## src/hw/rtl/lhcad_pkg.sv

```systemverilog
// Package for the LoROM/HiROM cartridge address decoder.
// Holds the shared widths, map constants, codes and command types.
// No dependencies.
`default_nettype none

package lhcad_pkg;

  // Field and register widths
  localparam int unsigned BankW      = 8;
  localparam int unsigned AdrW       = 16;
  localparam int unsigned DataW      = 8;
  localparam int unsigned OffW       = 22;
  localparam int unsigned RomSizeW   = 23;
  localparam int unsigned SramCodeW  = 5;
  localparam int unsigned SramRawW   = 19;
  localparam int unsigned CfgIdxW    = 2;
  localparam int unsigned CfgDataW   = 23;
  localparam int unsigned DivCntW    = 5;

  // Sizing defaults
  localparam int unsigned SramDepthDef = 131072;
  localparam int unsigned QueueDepth   = 2;

  // Memory map constants
  localparam logic [BankW-1:0] LoSramBankLo = 8'h70;
  localparam logic [BankW-1:0] WramBankLo   = 8'h7e;
  localparam logic [BankW-1:0] WramBankHi   = 8'h7f;
  localparam logic [BankW-1:0] LoSramBankHi = 8'hf0;
  localparam logic [AdrW-1:0]  HiSramAdr    = 16'h6000;
  localparam logic [AdrW-1:0]  RomAdr       = 16'h8000;
  localparam logic [6:0]       SysBankEnd   = 7'h40;

  // Configuration register indexes
  typedef enum logic [CfgIdxW-1:0] {
    CFG_MAP_MODE  = 2'd0,
    CFG_ROM_SIZE  = 2'd1,
    CFG_SRAM_CODE = 2'd2
  } cfg_reg_e;

  // Map modes
  typedef enum logic {
    MAP_LOROM = 1'b0,
    MAP_HIROM = 1'b1
  } map_mode_e;

  // Result targets
  typedef enum logic [1:0] {
    TGT_NONE = 2'd0,
    TGT_ROM  = 2'd1,
    TGT_SRAM = 2'd2
  } target_e;

  // Decoded command kinds
  typedef enum logic [1:0] {
    CMD_NONE    = 2'd0,
    CMD_ROM     = 2'd1,
    CMD_SRAM_RD = 2'd2,
    CMD_SRAM_WR = 2'd3
  } cmd_kind_e;

  // Back end states
  typedef enum logic [2:0] {
    B_CLEAR = 3'd0,
    B_IDLE  = 3'd1,
    B_READ  = 3'd2,
    B_DIV   = 3'd3,
    B_DONE  = 3'd4
  } back_state_e;

  // Live configuration
  typedef struct packed {
    map_mode_e                map_mode;
    logic [RomSizeW-1:0]      rom_size;
    logic [SramCodeW-1:0]     sram_code;
  } cfg_t;

  // Command passed from front to back; addr is the ROM dividend or the SRAM index
  typedef struct packed {
    cmd_kind_e                kind;
    logic [OffW-1:0]          addr;
    logic [DataW-1:0]         wdata;
  } cmd_t;

endpackage

`default_nettype wire

```

## src/hw/rtl/lhcad_queue.sv

```systemverilog
// Short command queue between the front and back ends.
// Depends on lhcad_pkg.
`default_nettype none

module lhcad_queue
  import lhcad_pkg::*;
#(
  parameter int unsigned DEPTH = QueueDepth
) (
  input  wire logic clk_i,
  input  wire logic rst_ni,
  input  wire logic push_i,
  input  wire cmd_t data_i,
  output logic      full_o,
  input  wire logic pop_i,
  output logic      empty_o,
  output cmd_t      data_o
);

  localparam int unsigned PtrW = $clog2(DEPTH);
  localparam int unsigned CntW = $clog2(DEPTH + 1);

  cmd_t            slot_q [DEPTH];
  logic [PtrW-1:0] wr_ptr_q, wr_ptr_d;
  logic [PtrW-1:0] rd_ptr_q, rd_ptr_d;
  logic [CntW-1:0] cnt_q, cnt_d;
  logic            do_push, do_pop;

  assign full_o  = cnt_q == CntW'(DEPTH);
  assign empty_o = cnt_q == '0;
  assign data_o  = slot_q[rd_ptr_q];
  assign do_push = push_i & ~full_o;
  assign do_pop  = pop_i & ~empty_o;

  // Pointer and fill count update
  always_comb begin
    wr_ptr_d = wr_ptr_q;
    rd_ptr_d = rd_ptr_q;
    cnt_d    = cnt_q;
    if (do_push) begin
      wr_ptr_d = (wr_ptr_q == PtrW'(DEPTH - 1)) ? '0 : wr_ptr_q + PtrW'(1);
    end
    if (do_pop) begin
      rd_ptr_d = (rd_ptr_q == PtrW'(DEPTH - 1)) ? '0 : rd_ptr_q + PtrW'(1);
    end
    if (do_push && !do_pop) begin
      cnt_d = cnt_q + CntW'(1);
    end else if (do_pop && !do_push) begin
      cnt_d = cnt_q - CntW'(1);
    end
  end

  always_ff @(posedge clk_i or negedge rst_ni) begin
    if (!rst_ni) begin
      wr_ptr_q <= '0;
      rd_ptr_q <= '0;
      cnt_q    <= '0;
    end else begin
      wr_ptr_q <= wr_ptr_d;
      rd_ptr_q <= rd_ptr_d;
      cnt_q    <= cnt_d;
    end
  end

  // Slot storage
  always_ff @(posedge clk_i) begin
    if (do_push) begin
      slot_q[wr_ptr_q] <= data_i;
    end
  end

endmodule

`default_nettype wire

```

## config.mk

```make
export PLATFORM = sky130hd
export DESIGN_NAME = lhcad_queue
export DESIGN_NICKNAME = d
export VERILOG_FILES = /design/src/hw/rtl/lhcad_pkg.sv /design/src/hw/rtl/lhcad_queue.sv
export SDC_FILE = /design/constraint.sdc
export NUM_CORES = 1
export LEC_CHECK = 0
export ABC_AREA = 1
export BUFFER_PORTS_ARGS = -buffer_cell sky130_fd_sc_hd__clkbuf_2
export CAP_MARGIN = 10
export CORE_MARGIN = 1.5
export CORE_UTILIZATION = 51
export CTS_CLUSTER_DIAMETER = 150
export DETAILED_ROUTE_END_ITERATION = 8
export GPL_TIMING_DRIVEN = 0
export PLACE_DENSITY = 0.89
export SETUP_SLACK_MARGIN = 0.4
export SYNTH_ARGS = -nofsm -noshare
export SYNTH_HDL_FRONTEND = slang
export SYNTH_SLANG_ARGS = --single-unit
```

## constraint.sdc

```tcl
create_clock -name clk_i -period 3.2 [get_ports clk_i]
set_clock_uncertainty 0.1 [all_clocks]
set_input_delay 0.32 -clock clk_i [delete_from_list [all_inputs] [get_ports clk_i]]
set_output_delay 0.32 -clock clk_i [all_outputs]
set_load 0.05 [all_outputs]
```

== After elaboration in Yosys (flattened, before gate mapping) ==
Memory sizes are Yosys's and may differ from the RTL's.
Index checks and enable logic that the tools add are counted.
Word-level totals
  flip-flop bits (word level): 4
  memory bits (writable): 64
  memories kept: 1
Memory list
  slot_q: depth 2, bits a word 32, rd ports 1, clocked after memory_dff 0, wr ports 1, RTL line lhcad_queue.sv:23  | cmd_t slot_q [DEPTH];
Cells by class
  add/subtract/negate cells: 4
  equal/unequal tests: 1
  mux-type cells: 6
  bitwise logic cells: 4
  reduce and logical (&&, ||, !) cells: 6
Operator list (count)
  1-bit 2-to-1 mux: 4
  2-bit 2-to-1 mux: 2
  1-bit adder, second input constant: 2
  2-bit by 1-bit adder with 2-bit output, second input constant: 1
  1-bit AND: 2
  2-bit == test, second input constant: 1
  1-bit logical AND: 2
  1-bit logical NOT: 2
  2-bit logical NOT: 1
  1-bit inverter: 2
  2-bit nonzero test: 1
  2-bit by 1-bit subtractor with 2-bit output, second input constant: 1

== Logic depth before layout (Yosys ltp) ==
  word-level depth: 7
  mapped depth: 9

== Worst setup path after synthesis ==
Ideal clock, no wire load.
  path type: register to register
  from: register cnt_q[1]
  to: memory slot_q[1][0] (netlist bit) (enable)
  arrival: 1.941 ns
  data required time: 2.679 ns
  slack: 0.738 ns
  cell stages (with the launch flop): 4
  buffers on the path: 0
  cells stage by stage: dfrtp_1 -> inv_1 -> o21ai_0 -> nor2_1
Between the ends
  cells in the longest elaborated chain, start to end: 5
Ends and longest elaborated chain
  from (decl): RTL line lhcad_queue.sv:26  | logic [CntW-1:0] cnt_q, cnt_d;
  from (signal assigned): RTL line lhcad_queue.sv:61  | cnt_q <= cnt_d;
  2-bit == test: RTL line lhcad_queue.sv:29  | assign full_o = cnt_q == CntW'(DEPTH);
  1-bit inverter: RTL line lhcad_queue.sv:32  | assign do_push = push_i & ~full_o;
  1-bit AND: RTL line lhcad_queue.sv:32
  1-bit 2-to-1 mux: RTL line lhcad_queue.sv:67  | if (do_push) begin
  1-bit 2-to-1 mux (implied by the code): RTL line lhcad_queue.sv:68  | slot_q[wr_ptr_q] <= data_i;
  to (decl): RTL line lhcad_queue.sv:23
No other way between the ends.

==> impl_metrics.tcl <==
set metrics [dict create \
    status "completed" \
    insertion_delay_ns 0.31 \
    worstMarginPinSlew_ns 0.931 \
    postLayoutSetupSlackWorst_ns 1.24 \
    cts_made_buffers 9 \
    syn_area_per_cell_um2 12.9 \
    core_um2 4790 \
    rsz0062_at_grt "false" \
    postCtsSetupRepairBufs 0 \
    drv_slew 0 \
    syn2layout_area_growth_pct 24.4 \
    synth_seq_cells 68 \
    rows 25 \
    hp-class "in -> reg" \
    antenna_found_initial 0 \
    synth_top_area_share_pct 75.1 \
    drc 0 \
    mostFrequentLayoutCell "nand2_1" \
    totalWireLength_um 4410 \
    finalHoldViolations 0 \
    cts_max_path_buffers 2 \
    root_buffer "clkbuf_8" \
    worst_setup_path_end_kind "output port" \
    drt-initial-drc-count 112 \
    critical_path.max_fanout 10 \
    yosysSeqAreaShare_pct 79.0 \
    period_share_pct 61.2 \
    place_congestion 0.812 \
    min_period_ns 1.96 \
    layout-drive-gt1-share_pct 31.5 \
    via_per_inst 4.61 \
    cp_num_buf_inv 4 \
    dieHeight_um 73.8 \
    cts_tree "built" \
    holdBufCountCts 1 \
    final_cells 353 \
    n_fill_cell 373 \
    grt_pass1_wl_um 6840 \
    crit_required_ns 2.78 \
    path_class "reg -> out" \
    setup_viol 0 \
    die_w_um 73.8 \
    ff_latch_area_um2 2020 \
    fp.dieArea_um2 5450 \
    final_area_um2 3180 \
    wl_per_cell_um 12.5 \
    postSynthNetCount 236 \
    first_global_vias 1623 \
    path_cells "buf_2 -> inv_2 -> buf_4 -> nand2_1 -> nand2_1 -> clkbuf_2" \
    final_cell_mix "nand2_1 (105), clkbuf_2 (69), edfxtp_1 (64)" \
    multiInputGateArea_um2 472 \
    synth_area_leaders "edfxtp_1 (75%), nand2_1 (15%), dfrtp_1 (3.9%), inv_1 (1.0%), buf_4 (0.88%)" \
    syn_area_um2 2560 \
    clock_sinks 68 \
    placed_cell_area_um2 3000 \
    ctsResizeCount 0 \
    synth_cell_type_count 15 \
    hpwl_um 2950 \
    synth_cells 199 \
    antenna_cells 0 \
    maxCapViolCount 0 \
    portBuffers 69 \
    slowest_delay_ns 0.36 \
    grt-ovfl-total 0 \
    dr.pass1.iters 4 \
    cp_top_family "buffers and inverters" \
    placed_cells 335 \
    grt.total_usage_pct 17.6 \
    nets 318 \
    synth_top_area_cell "edfxtp_1" \
    crit_path_start_kind "flip-flop" \
    worstPathArrival_ns 1.54 \
    cpMostUsedCell "nand2_1" \
    ys_warn_count 0 \
    fmax_mhz 511 \
    initial_utilization_pct 53.5 \
    ant_nets 0 \
    ioPinCount 70 \
    vias 1629 \
    clk_pin_slew_ns 0.06 \
    grt_max_degree 33 \
    critical_path.slowest_cell "dfrtp_1" \
    slew_headroom_pct 37.8 \
    setup_tns_ns 0 \
    pre_cts_slack_ns 1.01 \
    cts_max_level 3 \
]
-- per-stage QoR --
step / hold WS (ns) / utilization [%]
2_1_floorplan: -0.0756 / -
3_3_place_gp: 0.0312 / 62.4
4_1_cts: 0.0749 / 65.9
3_5_place_dp: 0.0346 / 62.6
5_1_grt: 0.0658 / 66.5
6_report: 0.0867 / 66.5
-- registers in the layout (all words and copies together), names as in the netlist --
name      cells
cnt_q         2
rd_ptr_q      1
slot_q       64
wr_ptr_q      1
-- path summary, 6_finish.rpt --
kind,cells past startpoint,end,from,slack (ns)
worst max-delay path,6,data_o[20],rd_ptr_q$_DFFE_PN0P_,1.24
worst min-delay path,1,slot_q[0][10]$_DFFE_PP_,data_i[10],0.09
worst max register to register,2,slot_q[1][15]$_DFFE_PP_,cnt_q[0]$_DFFE_PN0P_,1.26
worst min register to register,2,wr_ptr_q$_DFFE_PN0P_,wr_ptr_q$_DFFE_PN0P_,0.38
max in group asynchronous,2,cnt_q[0]$_DFFE_PN0P_,rst_ni,2.63
min in group asynchronous,2,rd_ptr_q$_DFFE_PN0P_,rst_ni,0.24
-- layer usage --
metal	part of all wire, %	GRT usage (%)
met5	0	0
met4	1.0	8.64
met3	4.7	5.08
met2	53	31.2
met1	41	19.1
-- final cells by class --
cell class	count	share of cell area, %
Inverter	8	0.943
Multi-Input combinational cell	116	14.8
Clock inverter	5	0.590
Clock buffer	11	4.13
Tap cell	67	2.63
Timing Repair Buffer	71	12.0
Buffer	7	1.34
Sequential cell	68	63.5
-- synth_stat cells --
cell type  count
inv_1          7
buf_2          4
nand3_1        1
inv_2          1
nor2_1         2
edfxtp_1      64
dfrtp_1        4
ha_1           1
o21ai_0        2
nor2_2         2
nand2_1      105
buf_4          3
nand3b_1       1
xnor2_1        1
nand4_1        1
-- cells by family after synthesis --
kind of cell | Yosys count | share of synthesized area (%)
xor+xnor | 1 | 0.342
fa+ha+maj | 1 | 0.489
compound gates | 2 | 0.391
buf+inv | 15 | 2.84
flops | 68 | 79.0
simple gates | 112 | 16.9
Power is left out: the tool's default activity adds up to more than one toggle a clock period on the data nets, which glitch-free logic cannot reach.
