### config.mk
export PLATFORM = sky130hd
export DESIGN_NAME = lhcad_front
export DESIGN_NICKNAME = d
export VERILOG_FILES = /design/src/hw/rtl/lhcad_pkg.sv /design/src/hw/rtl/lhcad_front.sv
export SDC_FILE = /design/constraint.sdc
export NUM_CORES = 1
export LEC_CHECK = 0
export ABC_AREA = 0
export BUFFER_PORTS_ARGS = -buffer_cell sky130_fd_sc_hd__buf_2
export CORE_MARGIN = 2
export CORE_UTILIZATION = 35
export DETAILED_ROUTE_END_ITERATION = 8
export PLACE_DENSITY = 0.91
export SYNTH_ARGS = -nofsm -noshare
export SYNTH_HDL_FRONTEND = slang
export SYNTH_SLANG_ARGS = --single-unit
### constraint.sdc
create_clock -name vclk -period 3.2
set_input_delay 0.64 -clock vclk [all_inputs]
set_output_delay 0.64 -clock vclk [all_outputs]
set_load 0.01 [all_outputs]
### src/hw/rtl/lhcad_pkg.sv
// Package for the LoROM/HiROM cartridge address decoder.
// Holds the shared widths, map constants, codes and command types.
// No dependencies.
`default_nettype none

package lhcad_pkg;

  // Field and register widths
  localparam int unsigned BankW      = 8;
  localparam int unsigned AdrW       = 16;
  localparam int unsigned DataW      = 8;
  localparam int unsigned OffW       = 22;
  localparam int unsigned RomSizeW   = 23;
  localparam int unsigned SramCodeW  = 5;
  localparam int unsigned SramRawW   = 19;
  localparam int unsigned CfgIdxW    = 2;
  localparam int unsigned CfgDataW   = 23;
  localparam int unsigned DivCntW    = 5;

  // Sizing defaults
  localparam int unsigned SramDepthDef = 131072;
  localparam int unsigned QueueDepth   = 2;

  // Memory map constants
  localparam logic [BankW-1:0] LoSramBankLo = 8'h70;
  localparam logic [BankW-1:0] WramBankLo   = 8'h7e;
  localparam logic [BankW-1:0] WramBankHi   = 8'h7f;
  localparam logic [BankW-1:0] LoSramBankHi = 8'hf0;
  localparam logic [AdrW-1:0]  HiSramAdr    = 16'h6000;
  localparam logic [AdrW-1:0]  RomAdr       = 16'h8000;
  localparam logic [6:0]       SysBankEnd   = 7'h40;

  // Configuration register indexes
  typedef enum logic [CfgIdxW-1:0] {
    CFG_MAP_MODE  = 2'd0,
    CFG_ROM_SIZE  = 2'd1,
    CFG_SRAM_CODE = 2'd2
  } cfg_reg_e;

  // Map modes
  typedef enum logic {
    MAP_LOROM = 1'b0,
    MAP_HIROM = 1'b1
  } map_mode_e;

  // Result targets
  typedef enum logic [1:0] {
    TGT_NONE = 2'd0,
    TGT_ROM  = 2'd1,
    TGT_SRAM = 2'd2
  } target_e;

  // Decoded command kinds
  typedef enum logic [1:0] {
    CMD_NONE    = 2'd0,
    CMD_ROM     = 2'd1,
    CMD_SRAM_RD = 2'd2,
    CMD_SRAM_WR = 2'd3
  } cmd_kind_e;

  // Back end states
  typedef enum logic [2:0] {
    B_CLEAR = 3'd0,
    B_IDLE  = 3'd1,
    B_READ  = 3'd2,
    B_DIV   = 3'd3,
    B_DONE  = 3'd4
  } back_state_e;

  // Live configuration
  typedef struct packed {
    map_mode_e                map_mode;
    logic [RomSizeW-1:0]      rom_size;
    logic [SramCodeW-1:0]     sram_code;
  } cfg_t;

  // Command passed from front to back; addr is the ROM dividend or the SRAM index
  typedef struct packed {
    cmd_kind_e                kind;
    logic [OffW-1:0]          addr;
    logic [DataW-1:0]         wdata;
  } cmd_t;

endpackage

`default_nettype wire

### src/hw/rtl/lhcad_front.sv
// Front end: accepts bus accesses and classifies them into commands.
// Depends on lhcad_pkg.
`default_nettype none

module lhcad_front
  import lhcad_pkg::*;
(
  input  wire logic               push,
  output logic                    full,
  input  wire logic               action_i,
  input  wire logic [BankW-1:0]   bank_i,
  input  wire logic [AdrW-1:0]    address_i,
  input  wire logic [DataW-1:0]   write_data_i,
  input  wire cfg_t               cfg_i,
  input  wire logic               q_full_i,
  input  wire logic               clearing_i,
  output logic                    q_push_o,
  output cmd_t                    q_cmd_o
);

  logic                  has_sram;
  logic                  sram_hit;
  logic                  rom_hit;
  logic [SramRawW-1:0]   raw;
  logic [SramRawW-1:0]   msk;
  logic [OffW-1:0]       off;
  logic [6:0]            canon;

  // Stall while the queue is full or the save RAM is being cleared
  assign full     = q_full_i | clearing_i;
  assign q_push_o = push & ~full;

  assign canon    = bank_i[6:0];
  assign has_sram = cfg_i.sram_code != '0;

  // Window decode for both maps
  always_comb begin
    if (cfg_i.map_mode == MAP_LOROM) begin
      sram_hit = ((bank_i >= LoSramBankLo && bank_i < WramBankLo) || bank_i >= LoSramBankHi)
                 && address_i < RomAdr && has_sram;
      raw      = {bank_i[3:0], address_i[14:0]};
      off      = {canon, address_i[14:0]};
    end else begin
      sram_hit = canon < SysBankEnd && address_i >= HiSramAdr && address_i < RomAdr
                 && has_sram;
      raw      = {bank_i[5:0], address_i[12:0]};
      off      = {bank_i[5:0], address_i};
    end
  end

  assign rom_hit = ~action_i && cfg_i.rom_size != '0 && bank_i != WramBankLo
                   && bank_i != WramBankHi && !(address_i < RomAdr && canon < SysBankEnd);

  // Save RAM size mask: bits below the size code
  always_comb begin
    for (int i = 0; i < SramRawW; i++) begin
      msk[i] = SramCodeW'(i) < cfg_i.sram_code;
    end
  end

  // Build the command
  always_comb begin
    q_cmd_o.wdata = write_data_i;
    if (sram_hit) begin
      q_cmd_o.kind = action_i ? CMD_SRAM_WR : CMD_SRAM_RD;
      q_cmd_o.addr = OffW'(raw & msk);
    end else if (rom_hit) begin
      q_cmd_o.kind = CMD_ROM;
      q_cmd_o.addr = off;
    end else begin
      q_cmd_o.kind = CMD_NONE;
      q_cmd_o.addr = '0;
    end
  end

endmodule

`default_nettype wire

Yosys cells after proc, flatten, opt, wreduce, memory -nomap -nowiden
Index checks and enable logic that the tools add are counted.
{ "classes": {"magnitude_cmp": 25, "n_eq_ne": 2, "mux": 6, "n_bitwise": 5, "n_reduce_logical": 15} }
{ "ops": {"columns": ["cell", "count"], "rows": [
  ["4-bit by 5-bit less-than comparator with 1-bit output, first input constant", 8],
  ["24-bit two-way mux", 1],
  ["23-bit two-way mux", 1],
  ["23-bit nonzero test", 1],
  ["22-bit two-way mux", 1],
  ["3-bit by 5-bit less-than comparator with 1-bit output, first input constant", 4],
  ["19-bit AND", 1],
  ["19-bit two-way mux", 1],
  ["16-bit by 15-bit >= comparator with 1-bit output, second input constant", 1],
  ["16-bit less-than comparator, second input constant", 1],
  ["8-bit by 7-bit inequality test with 1-bit output, second input constant", 2],
  ["5-bit less-than comparator, first input constant", 3],
  ["1-bit logical AND", 11],
  ["1-bit by 5-bit less-than comparator with 1-bit output, first input constant", 2],
  ["2-bit by 5-bit less-than comparator with 1-bit output, first input constant", 2],
  ["8-bit by 7-bit >= comparator with 1-bit output, second input constant", 1],
  ["8-bit >= comparator, second input constant", 1],
  ["8-bit by 7-bit less-than comparator with 1-bit output, second input constant", 1],
  ["7-bit less-than comparator, second input constant", 1],
  ["5-bit nonzero test", 1],
  ["1-bit two-way mux", 2],
  ["1-bit NOT", 2],
  ["1-bit AND", 1],
  ["1-bit zero test", 1],
  ["2 further kinds", 2]
]} }
{ "totals": {"ff_bits": 0, "inputBits": 65, "elab_cells": 53} }

Depth between registers and ports, before layout
{ "depth": {"word_depth": 7, "ltp_mapped": 8} }

Worst setup path before layout
No wires, ideal clock.
{ "synth_timing": {"path_type": "input -> output", "startpoint": "input cfg_i[3] in the netlist's numbering", "endpoint": "output q_cmd_o[16] in the netlist's numbering", "arrival_time_ns": 1.988, "t_required_ns": 2.560, "path_slack_ns": 0.572, "stages": 8, "n_path_buf": 2, "path_cell_list": "buf_2 > nor4_4 > and2b_1 > or3_4 > inv_4 > or2_4 > buf_6 > and3_1"} }
{ "synth_lines": {"columns": ["item", "line_no", "rtl"], "rows": [
  ["start, declared", "lhcad_front.sv:14", "input wire cfg_t cfg_i,"],
  ["end, declared", "lhcad_front.sv:18", "output cmd_t q_cmd_o"]
]} }

==> results by stage <==
GRT:
- Across every metal layer, demand over resource in global routing totals 0.187.
- For this run the aggregate overflow at the end of global routing stands at 0.
- The number of antenna violations at the first check in global routing is 0.
- For met2 alone, demand over resource in global routing was 0.369.
- met2 is the most crowded layer.
- The first global-routing pass estimated between 3000 and 4000 µm of wire.
- The largest net degree at the start of global routing is 15.
- The global-route track usage on met3 is 0.0399.
- The met1 track demand over resource is 0.213.
- The via count of the first global-routing pass is 928.

Power and ir drop:
- The static leakage is 0.000607 µW.
- The proportion of power drawn by flip-flops and latches is 0.
- The internal portion of the total power is ~64 µW.
- The net switching power is 67.1 µW.
- The peak supply drop is 0.0000670 V.
- The ratio of total power to cell area is between 100 and 150 nW/µm².
- Total power for the finished layout comes to 131 µW.
- The share of total power consumed by net switching is 0.512.
- The portion of total power attributed to the clock network is 0.
- Of the total power, combinational logic draws 1.000.

Worst setup path:
- The maximum fanout encountered on the critical timing path is 14.
- The data arrival time at the worst-slack endpoint is 2.23 ns.
- The critical path is of the input pin to output port type.
- The element type at the critical path start is an input pin.
- The critical path data required time is between 2 and 3 ns.
- The launching element of the worst setup path is cfg_i[28].
- The element type at the critical path end is an output port.

Finish:
- The net count reported at finish is ~250.
- The relative area change from synthesis to final layout is 50.7%.
- The footprint of the flip-flops and latches is 0 µm².
- 0 antenna diodes ended up in the layout.
- In the final layout, the share of cells above drive strength 1 is 0.514.
- The total number of sequential cells is 0.
- Counting the clock-network buffers in the layout gives 0.
- In the layout the commonest cells are buf_2 (83), nand2_1 (14), nor2_1 (10), and3_1 (10), a21oi_1 (7).
- The post-route core utilization is 0.553.
- Leaving out fill and tap cells, the most frequent cell in the layout is buf_2.

STA:
- Counting I/O delays and the setup requirement, the final critical path takes 2.87 ns.
- The number of setup violations in the final report is 0.
- The number of max-slew violations in the final report came to 0.
- The final count of hold timing violations came to 0.
- The worst-case setup margin in the final layout is 0.334 ns.
- The final-layout worst hold slack is roughly 1.3 ns.
- For the pin with the worst max-slew slack, the measured transition is 0.410 ns.
- Setup repair after global routing left no endpoint under its margin.
- Headroom to the max-slew limit came out at 0.726.
- The setup TNS after final layout is 0 ns.
- The post-route fraction of the period consumed by the critical path is 0.896.
- The fmax is 349 MHz.

Drt:
- The number of nets still failing antenna checks after routing is 0.
- The total iterations of the first detailed-routing run is 4.
- In the routed design, unresolved DRC markers number 0.
- The final layout contains routed wiring with a total length of 2390 µm.
- The detailed-route via count is 1069.
- The post-detailed-route via-to-cell ratio is 5.19.
- The routed length per placed instance is 11.6 µm.
- The first-iteration detailed-routing DRC count is 17.

Synth:
- The fraction of the mapped netlist area in compound gates is 0.289.
- In this run the cell area of the synthesized design comes to 713 µm².
- A synthesized cell averages 6.54 µm².
- The proportion of synthesized chip area in sequential cells is 0.
- The number of nets produced by synthesis is 174.
- Counting every instance in the synthesized netlist gives 109.
- The netlist uses 37 different library cells.
- The basic-gate share of the synthesized area counting and, or, nand and nor cells is 0.505.
- The post-synthesis share of cell area spent on full adders, half adders and majority gates is 0.
- The warning count from the yosys run is 0.
- The multiplexer area fraction after synthesis is 0.0421.
- The post-synthesis share of cell area spent on xor and xnor gates is 0.
- After synthesis, the largest family of logic cells by area is simple AND/OR/NAND/NOR gates.

Place:
- The final HPWL from detailed placement is 2090 µm.
- OpenSTA, run right after detailed placement, puts the worst setup slack at 0.337 ns.
- Routability-driven placement finished with a final weighted congestion of approximately 0.82.
- Input and output buffers added on the ports amount to 83.

Run status:
- The run finished with clean final reports.

Floorplan:
- The die area is roughly 2400 µm².
- For this configuration, the core starts out at a cell density of 0.367.
- The floorplan die height is 49.1 µm.
- The width of the die is 49.1 µm.
- The number of placed I/O pins is 99.
- The total area inside the core boundary comes to 1940 µm².
- The number of core rows is 16.

Hold path:
- The origin of the worst min-delay path is write_data_i[1].
- The hold path depth is 0.
- The path class of the tightest hold or removal check is input pin to output port.

Clock network:
- After clock tree synthesis, the flow added hold-fix buffers numbering 0.
- Once the clock tree was built, the setup fixing pass inserted 0 buffers.
- After clock tree synthesis, the repair step resized 0 gates.

Run:
- Across the run, the number of max-cap violations was 0.
final cells by class:
class,instances,area [µm²]
Multi-Input combinational cell,90,597
Fill cell,202,867
Timing Repair Buffer,84,423
Tap cell,27,33.8
Inverter,5,21.3
cells by family (layout without fill, tap and decap cells):
| kind of cell | after synthesis | count (layout) |
|---|---|---|
| buffers and inverters | 19 | 89 |
| muxes | 3 | 3 |
| and+or+nand+nor | 60 | 60 |
| AOI/OAI and AO/OA | 27 | 27 |
layer usage:
| metal | vias to the layer above | share of wire |
|---|---|---|
| met2 | 75 | 0.50 |
| met1 | 448 | 0.38 |
| met3 | 0 | 0.12 |
| li1 | 546 | - |
| met5 | - | 0 |
| met4 | 0 | 0 |
worst paths after layout:
check	endpoint	slack, ns
max	q_cmd_o[15]	0.33
min	q_cmd_o[1]	1.28
synth_stat cells, types with 2 or more instances:
master    number  area [µm²]
nor3_1         2        10.0
and3_1        10        62.6
nand2_1       14        52.6
nor4_4         2        42.5
mux2i_1        3        30.0
o21ai_0        3        15.0
a21oi_1        7        35.0
buf_4          9        67.6
clkbuf_1       3        11.3
nor4_1         5        31.3
o32ai_1        2        17.5
o221ai_1       3        26.3
nor2b_1        3        18.8
a21boi_0       2        15.0
inv_1          4        15.0
nand4_1        2        12.5
o211a_1        4        40.0
and2_1         2        12.5
nor2_1        10        37.5
nand3_1        2        10.0
power by group through the flow:
stage          Sequential, µW  Combinational, µW  Clock, µW
2_1_floorplan               0               76.4          0
3_3_place_gp                0                129          0
3_5_place_dp                0                131          0
4_1_cts                     0                132          0
5_1_grt                     0                144          0
6_report                    0                131          0
through the flow:
step / area, µm² / instances
2_1_floorplan: 713 / 109
6_report: 1070 / 206
3_5_place_dp: 1070 / 206
3_3_place_gp: 1070 / 206
4_1_cts: 1070 / 206
5_1_grt: 1070 / 206
critical path: stages:
cell      delay [ns]
buf_2           0.18
nand4b_1        0.21
o22a_4          0.23
or3_4           0.40
inv_4           0.08
or2_4           0.17
and3_1          0.18
buf_2           0.13
(Power assumes the default switching activity.)
